--- src/design/cau_pkg.sv ---
`default_nettype none

package cau_pkg;

    localparam int DATA_W    = 16;
    localparam int FRAC_BITS = 8;
    localparam int QDEPTH    = 4;
    localparam int PROD_W    = 2 * DATA_W;
    localparam int WIDE_W    = 2 * DATA_W + 1;

    localparam logic [1:0] CMD_ADD = 2'd0;
    localparam logic [1:0] CMD_SUB = 2'd1;
    localparam logic [1:0] CMD_MUL = 2'd2;
    localparam logic [1:0] CMD_DIV = 2'd3;

    localparam logic signed [DATA_W-1:0] SAT_MAX = {1'b0, {(DATA_W-1){1'b1}}};
    localparam logic signed [DATA_W-1:0] SAT_MIN = {1'b1, {(DATA_W-1){1'b0}}};

    typedef logic signed [DATA_W-1:0] t_data;
    typedef logic signed [WIDE_W-1:0] t_wide;

    typedef struct packed {
        logic [1:0] cmd;
        t_data      a_re;
        t_data      a_im;
        t_data      b_re;
        t_data      b_im;
    } t_in;

    typedef struct packed {
        t_data res_re;
        t_data res_im;
        logic  div_zero;
        logic  overflow;
    } t_out;

    // queued transaction with its class already worked out
    typedef struct packed {
        t_in  data;
        logic dz;
    } t_item;

    typedef struct packed {
        logic  ovf;
        t_data val;
    } t_sat;

    function automatic t_sat sat_w(input t_wide v);
        t_sat r;
        logic [WIDE_W-DATA_W:0] top;
        top = v[WIDE_W-1:DATA_W-1];
        if (&top || ~|top) begin
            r.ovf = 1'b0;
            r.val = v[DATA_W-1:0];
        end else begin
            r.ovf = 1'b1;
            r.val = v[WIDE_W-1] ? SAT_MIN : SAT_MAX;
        end
        return r;
    endfunction

endpackage

`default_nettype wire

--- src/design/cau_front.sv ---
`default_nettype none

module cau_front (
    input  wire logic          i_clk,
    input  wire logic          i_rst_n,
    input  wire logic          i_valid,
    output logic               o_ready,
    input  wire cau_pkg::t_in  i_data,
    output logic               o_valid,
    input  wire logic          i_ready,
    output cau_pkg::t_item     o_item
);

    localparam int PTR_W = $clog2(cau_pkg::QDEPTH);
    localparam int CNT_W = $clog2(cau_pkg::QDEPTH + 1);

    cau_pkg::t_item r_mem [cau_pkg::QDEPTH];
    logic [PTR_W-1:0] r_wr, r_rd;
    logic [CNT_W-1:0] r_cnt;
    logic push, pop;
    cau_pkg::t_item n_item;

    assign o_ready = (r_cnt != CNT_W'(cau_pkg::QDEPTH));
    assign o_valid = (r_cnt != '0);
    assign push    = i_valid && o_ready;
    assign pop     = o_valid && i_ready;
    assign o_item  = r_mem[r_rd];

    // divide by a zero divisor is flagged here, the back end only zeroes it
    always_comb begin
        n_item.data = i_data;
        n_item.dz   = (i_data.cmd == cau_pkg::CMD_DIV) &&
                      (i_data.b_re == '0) && (i_data.b_im == '0);
    end

    always_ff @(posedge i_clk) begin
        if (push) begin
            r_mem[r_wr] <= n_item;
        end
    end

    always_ff @(posedge i_clk) begin
        if (!i_rst_n) begin
            r_wr  <= '0;
            r_rd  <= '0;
            r_cnt <= '0;
        end else begin
            if (push) begin
                r_wr <= (r_wr == PTR_W'(cau_pkg::QDEPTH - 1)) ? '0 : r_wr + 1'b1;
            end
            if (pop) begin
                r_rd <= (r_rd == PTR_W'(cau_pkg::QDEPTH - 1)) ? '0 : r_rd + 1'b1;
            end
            if (push && !pop) begin
                r_cnt <= r_cnt + 1'b1;
            end else if (pop && !push) begin
                r_cnt <= r_cnt - 1'b1;
            end
        end
    end

endmodule

`default_nettype wire

--- config.mk ---
export PLATFORM = sky130hd
export DESIGN_NAME = cau_front
export DESIGN_NICKNAME = d
export VERILOG_FILES = /design/src/design/cau_pkg.sv /design/src/design/cau_front.sv
export SDC_FILE = /design/constraint.sdc
export NUM_CORES = 1
export LEC_CHECK = 0
export ABC_AREA = 1
export BUFFER_PORTS_ARGS = -buffer_cell sky130_fd_sc_hd__clkbuf_2
export CORE_MARGIN = 2
export CORE_UTILIZATION = 50
export CTS_BUF_LIST = sky130_fd_sc_hd__clkbuf_4
export CTS_CLUSTER_SIZE = 20
export DETAILED_ROUTE_END_ITERATION = 8
export PLACE_DENSITY = 0.81
export SETUP_SLACK_MARGIN = 0.02
export SYNTH_ARGS = -nofsm -noshare
export SYNTH_HDL_FRONTEND = slang
export SYNTH_SLANG_ARGS = --single-unit
--- constraint.sdc ---
create_clock -name i_clk -period 5.5 [get_ports i_clk]
set_input_delay 0.275 -clock i_clk [delete_from_list [all_inputs] [get_ports i_clk]]
set_output_delay 0.275 -clock i_clk [all_outputs]
set_load 0.03 [all_outputs]
### After elaboration in Yosys (flattened, before gate mapping)

Memories as Yosys holds them, arrays and structs flattened. A register that Yosys moved wholly into a read port is not among the register bits.
Index checks and enable logic that the tools add are counted.

| operators by class | value |
|---|---|
| add/sub/neg operators | 4 |
| equal/unequal tests | 4 |
| multiplexer cells | 8 |
| reductions and logical operators | 12 |

Operator list:

| kind | count |
|---|---|
| logical NOT 16 bit | 2 |
| two-way mux 2 bit | 4 |
| == test 2 bit, second input constant | 3 |
| logical AND 1 bit | 6 |
| two-way mux 3 bit | 2 |
| adder 2 x 1 -> 2 bit, second input constant | 2 |
| adder 3 x 1 -> 3 bit, second input constant | 1 |
| != test 3 bit, second input constant | 1 |
| nonzero test 3 bit | 1 |
| subtractor 3 x 1 -> 3 bit, second input constant | 1 |
| logical NOT 1 bit | 2 |
| two-way mux 1 bit | 2 |
| nonzero test 2 bit | 1 |

| storage, ports and cells | value |
|---|---|
| register bits | 7 |
| bits in writable memories | 268 |
| bits of input ports | 70 |
| output and inout port bits | 69 |
| logic and storage cells | 32 |
| memories | 1 |

Memories:

| memory | depth | bits a word | rd ports | clocked after memory_dff | wr ports | line | RTL |
|---|---|---|---|---|---|---|---|
| r_mem | 4 | 67 | 1 | 1 | 1 | cau_front.sv:17 | `cau_pkg::t_item r_mem [cau_pkg::QDEPTH];` |

### Longest topological paths before layout

Gate-level depths: netlist of run 1.

| logic depth | value |
|---|---|
| depth after elaboration | 6 |
| depth in mapped cells | 13 |
| gate-level depth less buffers | 13 |

### Least setup slack after synthesis of run 1

Ideal clock, no wire load.

| path | value |
|---|---|
| kind | register -> register |
| start | reg r_cnt[0] |
| end | mem r_mem[0][0] in the netlist's numbering (enable) |
| setup time | 493 ps |
| data arrival time | 3762 ps |
| data required time | 5007 ps |
| setup slack | 1245 ps |
| stages on the path, launching flop included | 5 |
| path buffers | 0 |
| period minus slack after synthesis | 4255 ps |
| cell sequence | dfxtp_1 > inv_1 > nand3_1 > nand2_1 > nor2_1 |

| between the ends | value |
|---|---|
| word-level cells in the longest chain between the ends | 4 |

Ends and longest elaborated chain:

| element | line | RTL |
|---|---|---|
| start, declared | cau_front.sv:19 | `logic [CNT_W-1:0] r_cnt;` |
| start signal, assigned | cau_front.sv:55 | `r_cnt <= r_cnt + 1'b1;` |
| start signal, assigned | cau_front.sv:57 | `r_cnt <= r_cnt - 1'b1;` |
| != test 3 bit | cau_front.sv:23 | `assign o_ready = (r_cnt != CNT_W'(cau_pkg::QDEPTH));` |
| net o_ready | cau_front.sv:7 | `output logic o_ready,` |
| logical AND 1 bit | cau_front.sv:25 | `assign push = i_valid && o_ready;` |
| two-way mux 1 bit | cau_front.sv:37 | `if (push) begin` |
| two-way mux 1 bit (implied by the code) | cau_front.sv:38 | `r_mem[r_wr] <= n_item;` |
| end, declared | cau_front.sv:17 |  |

The timed path passes the listed nets, and every way through them passes these cells.

==> results of run 1 <==
==> placed cells by master (no fill, tap or decap) <==
master,netlist,routed
clkbuf_4,3,101
diode_2,0,1
ha_1,6,6
fa_1,1,1
nand3_1,6,6
inv_6,1,1
dfxtp_2,0,1
nand2_1,18,18
inv_2,1,3
clkinv_1,0,14
o21ai_1,3,3
clkbuf_2,7,138
nand3b_1,1,1
clkinv_2,0,1
dlygate4sd3_1,0,68
edfxtp_1,268,268
nor2_1,165,161
inv_1,13,13
dfxtp_1,9,7
o22ai_1,67,67
o21ai_0,134,134
a21oi_1,5,5
buf_4,0,7
nor2_4,0,4
dfxtp_4,0,1
==> through the flow <==
stage | hold slack [ps] | setup slack (ps) | total power, mW
floorplan | 374 | 1250 | 3.89
global placement | 464 | 2800 | 4.31
detailed placement | 484 | 2680 | 4.35
CTS | 290 | 2130 | 5.99
global route | 348 | 1990 | 6.24
finish | 328 | 2240 | 5.94
==> cell type report <==
class	instances	area share
antenna	1	0.000194
clock buffer	101	0.0589
clock inverter	17	0.00506
inverter	15	0.00476
multi-input combinational	406	0.154
sequential	277	0.640
tap	275	0.0267
timing repair buffer	213	0.111
==> path summary, 6_finish.rpt <==
kind,slack (ps),startpoint,endpoint
max,2240,register,o_item[15]
min,330,i_valid,r_wr[0]$_SDFFE_PN0P_
max reg2reg,2740,r_cnt[0]$_SDFFE_PN0P_,r_mem[2][60]$_DFFE_PP_
min reg2reg,500,r_rd[0]$_SDFFE_PN0P_,register
==> cell families after synthesis <==
family                     count (synthesis)  share of synthesized area
adders and majority gates                  7                    0.00904
DFF                                      277                      0.782
and+or+nand+nor                          190                     0.0688
AOI/OAI and AO/OA                        209                      0.107
buffers and inverters                     58                     0.0329
==> cells in the mapped netlist <==
cell type,instances,area (um^2)
edfxtp_1,268,8050
nor2_1,165,619
o21ai_0,134,671
o22ai_1,67,419
nand2_1,18,67.6
buf_2,14,70.1
inv_1,13,48.8
buf_6,10,113
dfxtp_1,9,180
clkbuf_1,8,30.0
clkbuf_2,7,35.0
ha_1,6,75.1
nand3_1,6,30.0
a21oi_1,5,25.0
clkbuf_4,3,22.5
o21ai_1,3,15.0
buf_8,1,15.0
fa_1,1,20.0
inv_2,1,3.75
inv_6,1,8.76
nand3b_1,1,7.51
==> power breakdown <==
group	switching [mW]	internal (mW)
combinational	1.23	0.434
clock	0.761	0.839
sequential	0.0988	2.57
total	2.09	3.84
==> per-layer routing <==
| layer | up-vias | track usage | routed length, um |
|---|---|---|---|
| li1 | 3287 | - | - |
| met1 | 3376 | 0.249 | 9090 |
| met2 | 260 | 0.341 | 11400 |
| met3 | 28 | 0.0547 | 1520 |
| met4 | 0 | 0.0752 | 287 |
| met5 | - | 0 | 0 |
==> registers in the layout (all words and copies together) (netlist names), named ones only <==
signal	cells
r_rd	2
r_cnt	3
r_mem	268
r_wr	2
==> worst reg2reg max path: stages, from the launching register on <==
cell and delay (ps):
dfxtp_1 360, inv_1 90, nand3_1 110, nand2_1 290
nor2_4 960, buf_4 570
==> timing repair <==
item,CTS,global route
setup endpoints to repair,0,0
buffers inserted,0,0
hold buffers,68,0
endpoints found under the hold margin,273,0
==> flow_metrics.py, run 1 <==
metrics = {
    "setup_path": {
        "cpLargestDelayFamily": "buffers and inverters",
        "worst-path-buf-inv": 3,
        "required_ps": 5220,
        "slowest_stage": "inv_2",
        "crit_cells": 5,
        "path_class": "reg -> out",
        "crit_path_cell_trace": "buf_4 -> inv_2 -> o21ai_0 -> o22ai_1 -> clkbuf_2",
        "crit_arrival_ps": 2990,
        "critical_path.max_fanout": 68,
        "rr_worst_depth": 5,
        "max_stage_delay_ps": 920,
        "endpoint_kind": "output pin",
        "startpoint_type": "register",
    },
    "finish": {
        "final_nets": 1059,
        "finalNonFillerCells": 1305,
        "fin_area_um2": 12900,
        "drive_above_1_share": 0.250,
        "multi_input_area_um2": 1980,
        "fillerInstances": 1586,
        "area_growth_pct": 22.3,
        "seqCellArea_um2": 8230,
        "utilization": 0.618,
    },
    "clock_network": {
        "htree_levels": 3,
        "cts_buffers": 69,
        "cts.clk_slew.worst_paths_ps": 50,
        "cts_num_sinks": 277,
        "cts_tree": "done",
        "clk_latency_ps": 630,
        "cts_buffer_depth": 3,
        "cts_resized": 0,
        "cts_root_buffer": "clkbuf_4",
    },
    "sta": {
        "hold_viol": 0,
        "slew_headroom": 0.238,
        "setup_viol": 0,
        "rsz0062_at_grt": "false",
        "skew_ps": 32.2,
        "slew_violations": 0,
        "worstMarginPinSlew_ps": 1140,
        "period_needed_ps": 3260,
        "fmax_ghz": 0.307,
        "finalSetupTns_ps": 0,
        "fin_crit_sh": 0.593,
    },
    "synth": {
        "ys_seq_area_frac": 0.782,
        "syn_area_per_cell_um2": 14.2,
        "yosys_register_bits": 277,
        "syn_area_um2": 10500,
        "ys_warn_count": 0,
        "ys_types": 21,
        "synth_nets": 818,
        "post_synth_inst_count": 741,
    },
    "detailed_routing": {
        "drtIter0Drc": 422,
        "via_per_inst": 5.33,
        "drt-wirelength-per-cell_um": 17.1,
        "drc_errors": 0,
        "drtAntennaViolNets": 0,
        "num_vias": 6951,
        "firstDrtPassIters": 4,
        "drt-total-wl_mm": 22.3,
    },
    "die": {
        "io_pins": 139,
        "die_h_um": 149,
        "rows": 53,
        "fp.coreArea_um2": 20800,
        "start_util": 0.505,
        "die_w_um": 149,
        "die_area_um2": 22200,
    },
    "place": {
        "place_hpwl_mm": 11.8,
        "gpl.final_weighted_congestion": 0.735,
        "port_buffers": 138,
        "dp_cells": 1118,
        "place_area_um2": 11400,
    },
    "global_routing": {
        "grt_pass1_wl_mm": 34.6,
        "antenna_found_initial": 1,
        "grt_pass1_vias": 7095,
        "grt.total_usage": 0.201,
        "grt_max_degree": 135,
        "grt_overflow": 0,
    },
    "power": {
        "p_leak_nw": 4.67,
        "max-vdd-ir-drop_uv": 355,
        "power_density_nw_per_um2": 461,
    },
    "hold_path": {
        "hp-class": "in -> reg",
        "holdPathStages": 4,
    },
    "flow_run": {
        "drv_cap": 0,
    },
    "outcome": {
        "status": "finished, final reports clean",
    },
}
Note: power is estimated with default switching activity, not from simulation.
==> run 2, diff against run 1 <==
--- a/config.mk
+++ b/config.mk
@@ -5,14 +5,14 @@
 export SDC_FILE = /design/constraint.sdc
 export NUM_CORES = 1
 export LEC_CHECK = 0
-export ABC_AREA = 1
+export ABC_AREA = 0
 export BUFFER_PORTS_ARGS = -buffer_cell sky130_fd_sc_hd__clkbuf_2
 export CORE_MARGIN = 2
 export CORE_UTILIZATION = 50
 export CTS_BUF_LIST = sky130_fd_sc_hd__clkbuf_4
 export CTS_CLUSTER_SIZE = 20
 export DETAILED_ROUTE_END_ITERATION = 8
-export PLACE_DENSITY = 0.81
+export PLACE_DENSITY = 0.84
 export SETUP_SLACK_MARGIN = 0.02
 export SYNTH_ARGS = -nofsm -noshare
 export SYNTH_HDL_FRONTEND = slang
==> constraint.sdc (replaced) <==
create_clock -name i_clk -period 2.9 [get_ports i_clk]
set_input_delay 0.145 -clock i_clk [delete_from_list [all_inputs] [get_ports i_clk]]
set_output_delay 0.145 -clock i_clk [all_outputs]
set_load 0.03 [all_outputs]
==> run 2 against run 1 <==
Net effect: utilization up 1.7 points; register-to-register slack worse by 2200 ps; sequential cell count unchanged; synthesized area down 2.7%; clock skew down 7.1 ps; global-route usage down 1.4 points; cell area down 0.49%.
==> flow_metrics.py, run 2 <==
metrics = {
    "synth": {
        "post_synth_inst_count": 413,
        "synth-compound-area-share": 0.00415,
        "ys_seq_area_frac": 0.804,
        "syn_area_per_cell_um2": 24.8,
        "synth_edf_count": 268,
        "synth_top_family_by_area": "multiplexers",
        "ys_async_sr_fraction": 0,
        "synth_area_leaders": "edfxtp_1 79%, mux4_2 15%, dfxtp_1 1.8%",
        "dominantRegCellSynth": "edfxtp_1",
        "yosys-top-cells-count": "268 x edfxtp_1, 67 x mux4_2, 9 x dfxtp_1, 8 x nor4_1",
        "yosysMostFrequentCell": "edfxtp_1",
        "synthXorXnorAreaFrac": 0.00171,
        "synth_fa_ha_area_frac": 0.00929,
        "ys_warn_count": 0,
        "synth_nets": 490,
        "syn_area_um2": 10200,
        "muxShareOfSynthArea": 0.149,
        "synth.largest_area_cell": "edfxtp_1",
        "synth_top_area_frac": 0.786,
        "yosys.area_share.simple": 0.0155,
        "ys_types": 25,
        "yosys_register_bits": 277,
    },
    "setup_path": {
        "crit_path_cell_trace": "buf_4 -> mux4_2 -> clkbuf_2",
        "crit_arrival_ps": 2270,
        "endpoint_kind": "output pin",
        "worst-path-buf-inv": 2,
        "cpLargestDelayFamily": "buffers and inverters",
        "required_ps": 2760,
        "max_stage_delay_ps": 610,
        "critical_path.max_fanout": 27,
        "startpoint_type": "register",
        "slowest_stage": "mux4_2",
        "r2r-start": "r_cnt[1]$_SDFFE_PN0P_",
        "path_class": "reg -> out",
    },
    "sta": {
        "hold_viol": 0,
        "slew_violations": 0,
        "rsz0062_at_grt": "false",
        "fin_ws_ps": 488,
        "fin_crit_sh": 0.832,
        "finalSetupTns_ps": 0,
        "holdWs_ps": 271,
        "fmax_ghz": 0.415,
        "worstMarginPinSlew_ps": 552,
        "setup_viol": 0,
        "skew_ps": 25.1,
        "slew_headroom": 0.632,
        "period_needed_ps": 2410,
    },
    "power": {
        "internal-power_mw": 7.49,
        "power.share.clock": 0.285,
        "max-vdd-ir-drop_uv": 513,
        "power_density_nw_per_um2": 840,
        "combinationalPowerShare": 0.256,
        "seq_power_share": 0.459,
        "switchingPower_mw": 3.27,
        "swShare": 0.304,
        "p_leak_nw": 4.48,
        "power_mw": 10.8,
    },
    "place": {
        "port_buffers": 138,
        "gpl.final_weighted_congestion": 0.736,
        "place_area_um2": 11300,
        "place_hpwl_mm": 11.4,
        "dpl_worst_slack_ps": 578,
    },
    "global_routing": {
        "grt.total_usage": 0.187,
        "grt_pass1_wl_mm": 30.7,
        "grt_max_degree": 41,
        "grt_pass1_vias": 5845,
        "antenna_found_initial": 0,
        "grt_overflow": 0,
    },
    "detailed_routing": {
        "drtAntennaViolNets": 0,
        "drt-wirelength-per-cell_um": 19.6,
        "drc_errors": 0,
        "via_per_inst": 5.28,
        "drtIter0Drc": 303,
        "firstDrtPassIters": 6,
        "num_vias": 5294,
        "drt-total-wl_mm": 19.6,
    },
    "finish": {
        "drive_above_1_share": 0.450,
        "area_growth_pct": 25.1,
        "fin_area_um2": 12800,
        "final_common_cell": "edfxtp_1",
        "fillerInstances": 1424,
        "max_flop_register": "r_mem",
        "num_antenna_cells": 0,
        "layout_common_cells": "268 x edfxtp_1, 138 x clkbuf_2, 104 x clkbuf_4, 69 x dlygate4sd3_1, 67 x mux4_2",
        "top_regs": "r_mem x268, r_cnt x3",
        "final_nets": 761,
        "largest_reg_flops": 268,
        "multi_input_area_um2": 1860,
        "seqCellArea_um2": 8240,
    },
    "hold_path": {
        "min_from": "i_data[49]",
        "hp-class": "in -> reg",
    },
    "clock_network": {
        "htree_levels": 3,
        "cts_tree": "done",
        "cts_root_buffer": "clkbuf_4",
        "cts_buffers": 69,
        "cts_buffer_depth": 3,
        "clk_latency_ps": 620,
        "cts.clk_slew.worst_paths_ps": 70,
        "cts_num_sinks": 277,
    },
    "outcome": {
        "status": "finished, final reports clean",
    },
    "die": {
        "die_area_um2": 21600,
        "io_pins": 139,
        "start_util": 0.508,
        "die_h_um": 147,
        "rows": 52,
        "die_w_um": 147,
        "fp.coreArea_um2": 20200,
    },
    "flow_run": {
        "drv_cap": 0,
    },
}
run 2: changes by cell type after synthesis, sizes merged, moves of 3 or more:
| cell | delta |
|---|---|
| mux4 | +67 |
| o22ai | -67 |
| nand3 | -4 |
| nand2 | -15 |
| nor2 | -159 |
| o21ai | -134 |
| nor4 | +8 |
| buf | -10 |
| inv | -9 |
| and3 | +4 |
| or3 | +3 |
| clkbuf | -18 |
run 2: logic make-up after synthesis:
family / Yosys count
xor gates and xnor gates: 2
AOI/OAI and AO/OA: 8
DFF: 277
muxes: 69
and+or+nand+nor: 29
adders and majority gates: 7
buffers and inverters: 21
run 2: cell type report:
class	count	area share
well taps	270	0.0264
multi-input cells	115	0.145
clock inverters	16	0.00479
inverters	6	0.00176
repair buffers	215	0.117
clock buffers	104	0.0610
flip-flops and latches	277	0.643
run 2: layer usage:
layer | GRT usage | vias up | part of all wire
met5 | 0 | - | 0
met4 | 0.0793 | 0 | 0.021
met3 | 0.0491 | 34 | 0.060
met2 | 0.318 | 194 | 0.52
met1 | 0.231 | 2712 | 0.40
li1 | - | 2354 | -
run 2: power by group through the flow:
stage | logic, mW | registers [mW] | clock network, mW
6_report | 2.75 | 4.94 | 3.06
5_1_grt | 2.92 | 4.97 | 3.38
4_1_cts | 2.80 | 4.94 | 3.16
3_5_place_dp | 2.71 | 5.03 | 0
3_3_place_gp | 2.66 | 4.99 | 0
2_1_floorplan | 2.06 | 4.96 | 0
run 2: final timing paths:
check / cells after the start / end / slack, ps
hold / removal: 2 / r_mem[2][50]$_DFFE_PP_ / 270
setup / recovery: 3 / o_item[20] / 490
setup reg to reg: 7 / r_cnt[2]$_SDFFE_PN0P_ / 530
hold reg to reg: 2 / register / 510
run 2: per-stage QoR:
stage / instances / utilization
after floorplan: 413 / -
after global placement: 814 / 0.559
after detailed placement: 814 / 0.559
after CTS: 1003 / 0.635
after global routing: 1003 / 0.635
final: 1003 / 0.635
run 2: worst reg2reg max path, delay by kind of cell (launching register included):
kind / cells / cell delay [ps]
flops: 1 / 370
xor+xnor: 1 / 200
compound gates: 2 / 660
simple gates: 1 / 340
buf+inv: 1 / 60
fa+ha+maj: 2 / 670
run 2: repair_timing:
| action | in CTS | in global routing |
|---|---|---|
| endpoints found under the hold margin | 277 | 0 |
| buffers inserted | 0 | 0 |
| gates resized for setup | 0 | 0 |
| hold buffers | 69 | 0 |
==> run 3, diff against run 2 <==
--- a/config.mk
+++ b/config.mk
@@ -5,14 +5,14 @@
 export SDC_FILE = /design/constraint.sdc
 export NUM_CORES = 1
 export LEC_CHECK = 0
-export ABC_AREA = 0
+export ABC_AREA = 1
 export BUFFER_PORTS_ARGS = -buffer_cell sky130_fd_sc_hd__clkbuf_2
 export CORE_MARGIN = 2
 export CORE_UTILIZATION = 50
 export CTS_BUF_LIST = sky130_fd_sc_hd__clkbuf_4
 export CTS_CLUSTER_SIZE = 20
 export DETAILED_ROUTE_END_ITERATION = 8
-export PLACE_DENSITY = 0.84
+export PLACE_DENSITY = 0.83
 export SETUP_SLACK_MARGIN = 0.02
 export SYNTH_ARGS = -nofsm -noshare
 export SYNTH_HDL_FRONTEND = slang
==> constraint.sdc (replaced) <==
create_clock -name i_clk -period 2.16 [get_ports i_clk]
set_input_delay 0.108 -clock i_clk [delete_from_list [all_inputs] [get_ports i_clk]]
set_output_delay 0.108 -clock i_clk [all_outputs]
set_load 0.03 [all_outputs]
==> run 3 against run 2 <==
Net effect: die area up 2.7%; clock-buffer cell count is 7 lower; clock skew is 9.7 ps higher; worst hold slack lost 66 ps; combinational power is 93% higher; non-clock buffer count increased by 19; sequential share of layout area decreased by 3.6 points; utilization rose by 1.6 points; critical path type unchanged; largest power group unchanged.
==> flow_metrics.py, run 3 (synthesis results as in run 1) <==
metrics = {
    "setup_path": {
        "slowest_stage": "dfxtp_4",
        "required_ps": 2050,
        "worst-path-buf-inv": 4,
        "endpoint_kind": "output pin",
        "r2r-start": "r_cnt[1]$_SDFFE_PN0P_",
        "path_class": "reg -> out",
        "cpLargestDelayFamily": "buffers and inverters",
        "r2r_slack_ps": 280,
        "crit_path_cell_trace": "buf_12 -> buf_4 -> inv_8 -> nor2_1 -> o22ai_1 -> clkbuf_2",
        "rr_worst_depth": 9,
        "max_stage_delay_ps": 390,
        "startpoint_type": "register",
        "crit_arrival_ps": 2000,
        "critical_path.max_fanout": 12,
        "r2r-end": "r_cnt[1]$_SDFFE_PN0P_",
    },
    "finish": {
        "area_growth_pct": 28.8,
        "fillerInstances": 1443,
        "final_nets": 1080,
        "fin_area_um2": 13600,
        "final_common_cell": "edfxtp_1",
        "drive_above_1_share": 0.271,
        "top_regs": "r_mem x268, r_cnt x3",
        "largest_reg_flops": 268,
        "max_flop_register": "r_mem",
        "layout_common_cells": "268 x edfxtp_1, 161 x nor2_1, 118 x o21ai_0, 104 x clkbuf_4, 93 x clkbuf_2",
    },
    "clock_network": {
        "cts_buffer_depth": 3,
        "cts_num_sinks": 277,
        "htree_levels": 3,
        "cts_root_buffer": "clkbuf_4",
        "cts_tree": "done",
        "clk_latency_ps": 670,
        "cts.clk_slew.worst_paths_ps": 70,
        "cts_buffers": 67,
    },
    "place": {
        "gpl.final_weighted_congestion": 0.816,
        "port_buffers": 138,
        "place_area_um2": 11600,
        "place_hpwl_mm": 12.7,
    },
    "detailed_routing": {
        "via_per_inst": 5.42,
        "drt-total-wl_mm": 25.2,
        "drt-wirelength-per-cell_um": 19.0,
        "drtIter0Drc": 702,
        "route.met2.wl_mm": 12.9,
        "wl_met3_mm": 1.65,
        "num_vias": 7213,
        "detail_route.wirelength.met1_mm": 10.1,
        "drtAntennaViolNets": 0,
        "firstDrtPassIters": 5,
        "drc_errors": 0,
        "top_layer": "met4",
    },
    "global_routing": {
        "antenna_found_initial": 3,
        "grt_max_degree": 52,
        "grt_pass1_vias": 7366,
        "grt_overflow": 0,
        "grt_pass1_wl_mm": 37.6,
        "grt.total_usage": 0.224,
    },
    "power": {
        "internal-power_mw": 10.6,
        "power_mw": 16.3,
        "power_density_nw_per_um2": 1200,
        "swShare": 0.351,
        "max-vdd-ir-drop_uv": 624,
        "combinationalPowerShare": 0.326,
        "p_leak_nw": 4.94,
        "switchingPower_mw": 5.71,
        "power.share.clock": 0.262,
        "seq_power_share": 0.412,
    },
    "die": {
        "die_area_um2": 22200,
        "die_h_um": 149,
        "die_w_um": 149,
        "fp.coreArea_um2": 20800,
        "start_util": 0.505,
        "io_pins": 139,
        "rows": 53,
    },
    "sta": {
        "slew_violations": 0,
        "slew_headroom": 0.708,
        "setup_viol": 0,
        "fin_crit_sh": 0.976,
        "worstMarginPinSlew_ps": 438,
        "fmax_ghz": 0.474,
        "period_needed_ps": 2110,
        "rsz0062_at_grt": "true",
        "hold_viol": 0,
        "skew_ps": 34.8,
    },
    "hold_path": {
        "min_from": "i_data[60]",
        "holdPathStages": 2,
        "hp-class": "in -> reg",
        "hold_end": "r_mem[1][61]$_DFFE_PP_",
    },
    "outcome": {
        "status": "finished, final reports clean",
    },
    "flow_run": {
        "drv_cap": 0,
    },
}
run 3: cell count changes in the layout (fill, tap and decap cells not counted), sizes merged, moves of 3 or more:
| cell | before | now |
|---|---|---|
| o22ai | 0 | 67 |
| o21ai | 3 | 137 |
| buf | 8 | 64 |
| diode | 0 | 3 |
| or3 | 3 | 0 |
| nand2 | 3 | 18 |
| nor4 | 8 | 0 |
| inv | 12 | 19 |
| mux4 | 67 | 0 |
| nor2 | 6 | 165 |
| and3 | 4 | 0 |
| clkinv | 10 | 17 |
| clkbuf | 242 | 198 |
| nand3 | 2 | 6 |
run 3: metrics by stage:
stage | hold slack (ps) | util | cells | worst slack (ps) | TNS [ps]
final | 205 | 0.651 | 1330 | 52.5 | 0
after floorplan | 207 | - | 741 | 23.5 | 0
after detailed placement | 326 | 0.557 | 1130 | 293 | 0
after CTS | 168 | 0.644 | 1324 | -24.1 | -24.1
after global placement | 323 | 0.557 | 1130 | 371 | 0
after global routing | 196 | 0.651 | 1330 | -7.85 | -7.85
run 3: timing repair:
item / in CTS / in global routing
pin swaps: 1 / 5
hold endpoints to repair: 277 / 0
setup buffers: 3 / 1
hold buffers: 69 / 0
setup endpoints to repair: 61 / 56
gates resized for setup: 39 / 93
cloned: 4 / 2
run 3: how the worst max path moves through the flow:
stage	startpoint	to	slack [ps]	cells after the start
detailed placement	r_cnt[0]$_SDFFE_PN0P_	r_cnt[1]$_SDFFE_PN0P_	290	9
global route	register	o_item[5]	-8	6
finish	register	o_item[44]	50	6
floorplan	r_cnt[1]$_SDFFE_PN0P_	r_mem[0][0]$_DFFE_PP_	20	4
CTS	register	o_item[47]	-20	6
global placement	r_cnt[0]$_SDFFE_PN0P_	r_cnt[2]$_SDFFE_PN0P_	370	12
run 3: final cells by class:
type	count	area [um^2]	area share
Multi-Input combinational cell	406	2030	0.150
Antenna cell	3	7.51	0.000554
Tap cell	275	344	0.0254
Timing Repair Buffer	234	1970	0.146
Inverter	15	82.6	0.00609
Sequential cell	277	8240	0.608
Timing Repair inverter	2	22.5	0.00166
Clock inverter	21	133	0.00978
Clock buffer	97	728	0.0537
run 3: routing by layer:
metal	global-route usage	up-vias
met2	0.381	298
li1	-	3345
met4	0.102	0
met5	0	-
met3	0.0498	62
met1	0.275	3508
run 3: power groups by stage:
stage | clock network [mW] | logic (mW) | registers, mW
after CTS | 4.33 | 5.05 | 6.70
final | 4.27 | 5.30 | 6.72
after global routing | 4.65 | 5.65 | 6.75
after global placement | 0 | 4.40 | 6.78
after floorplan | 0 | 3.15 | 6.77
after detailed placement | 0 | 4.50 | 6.81
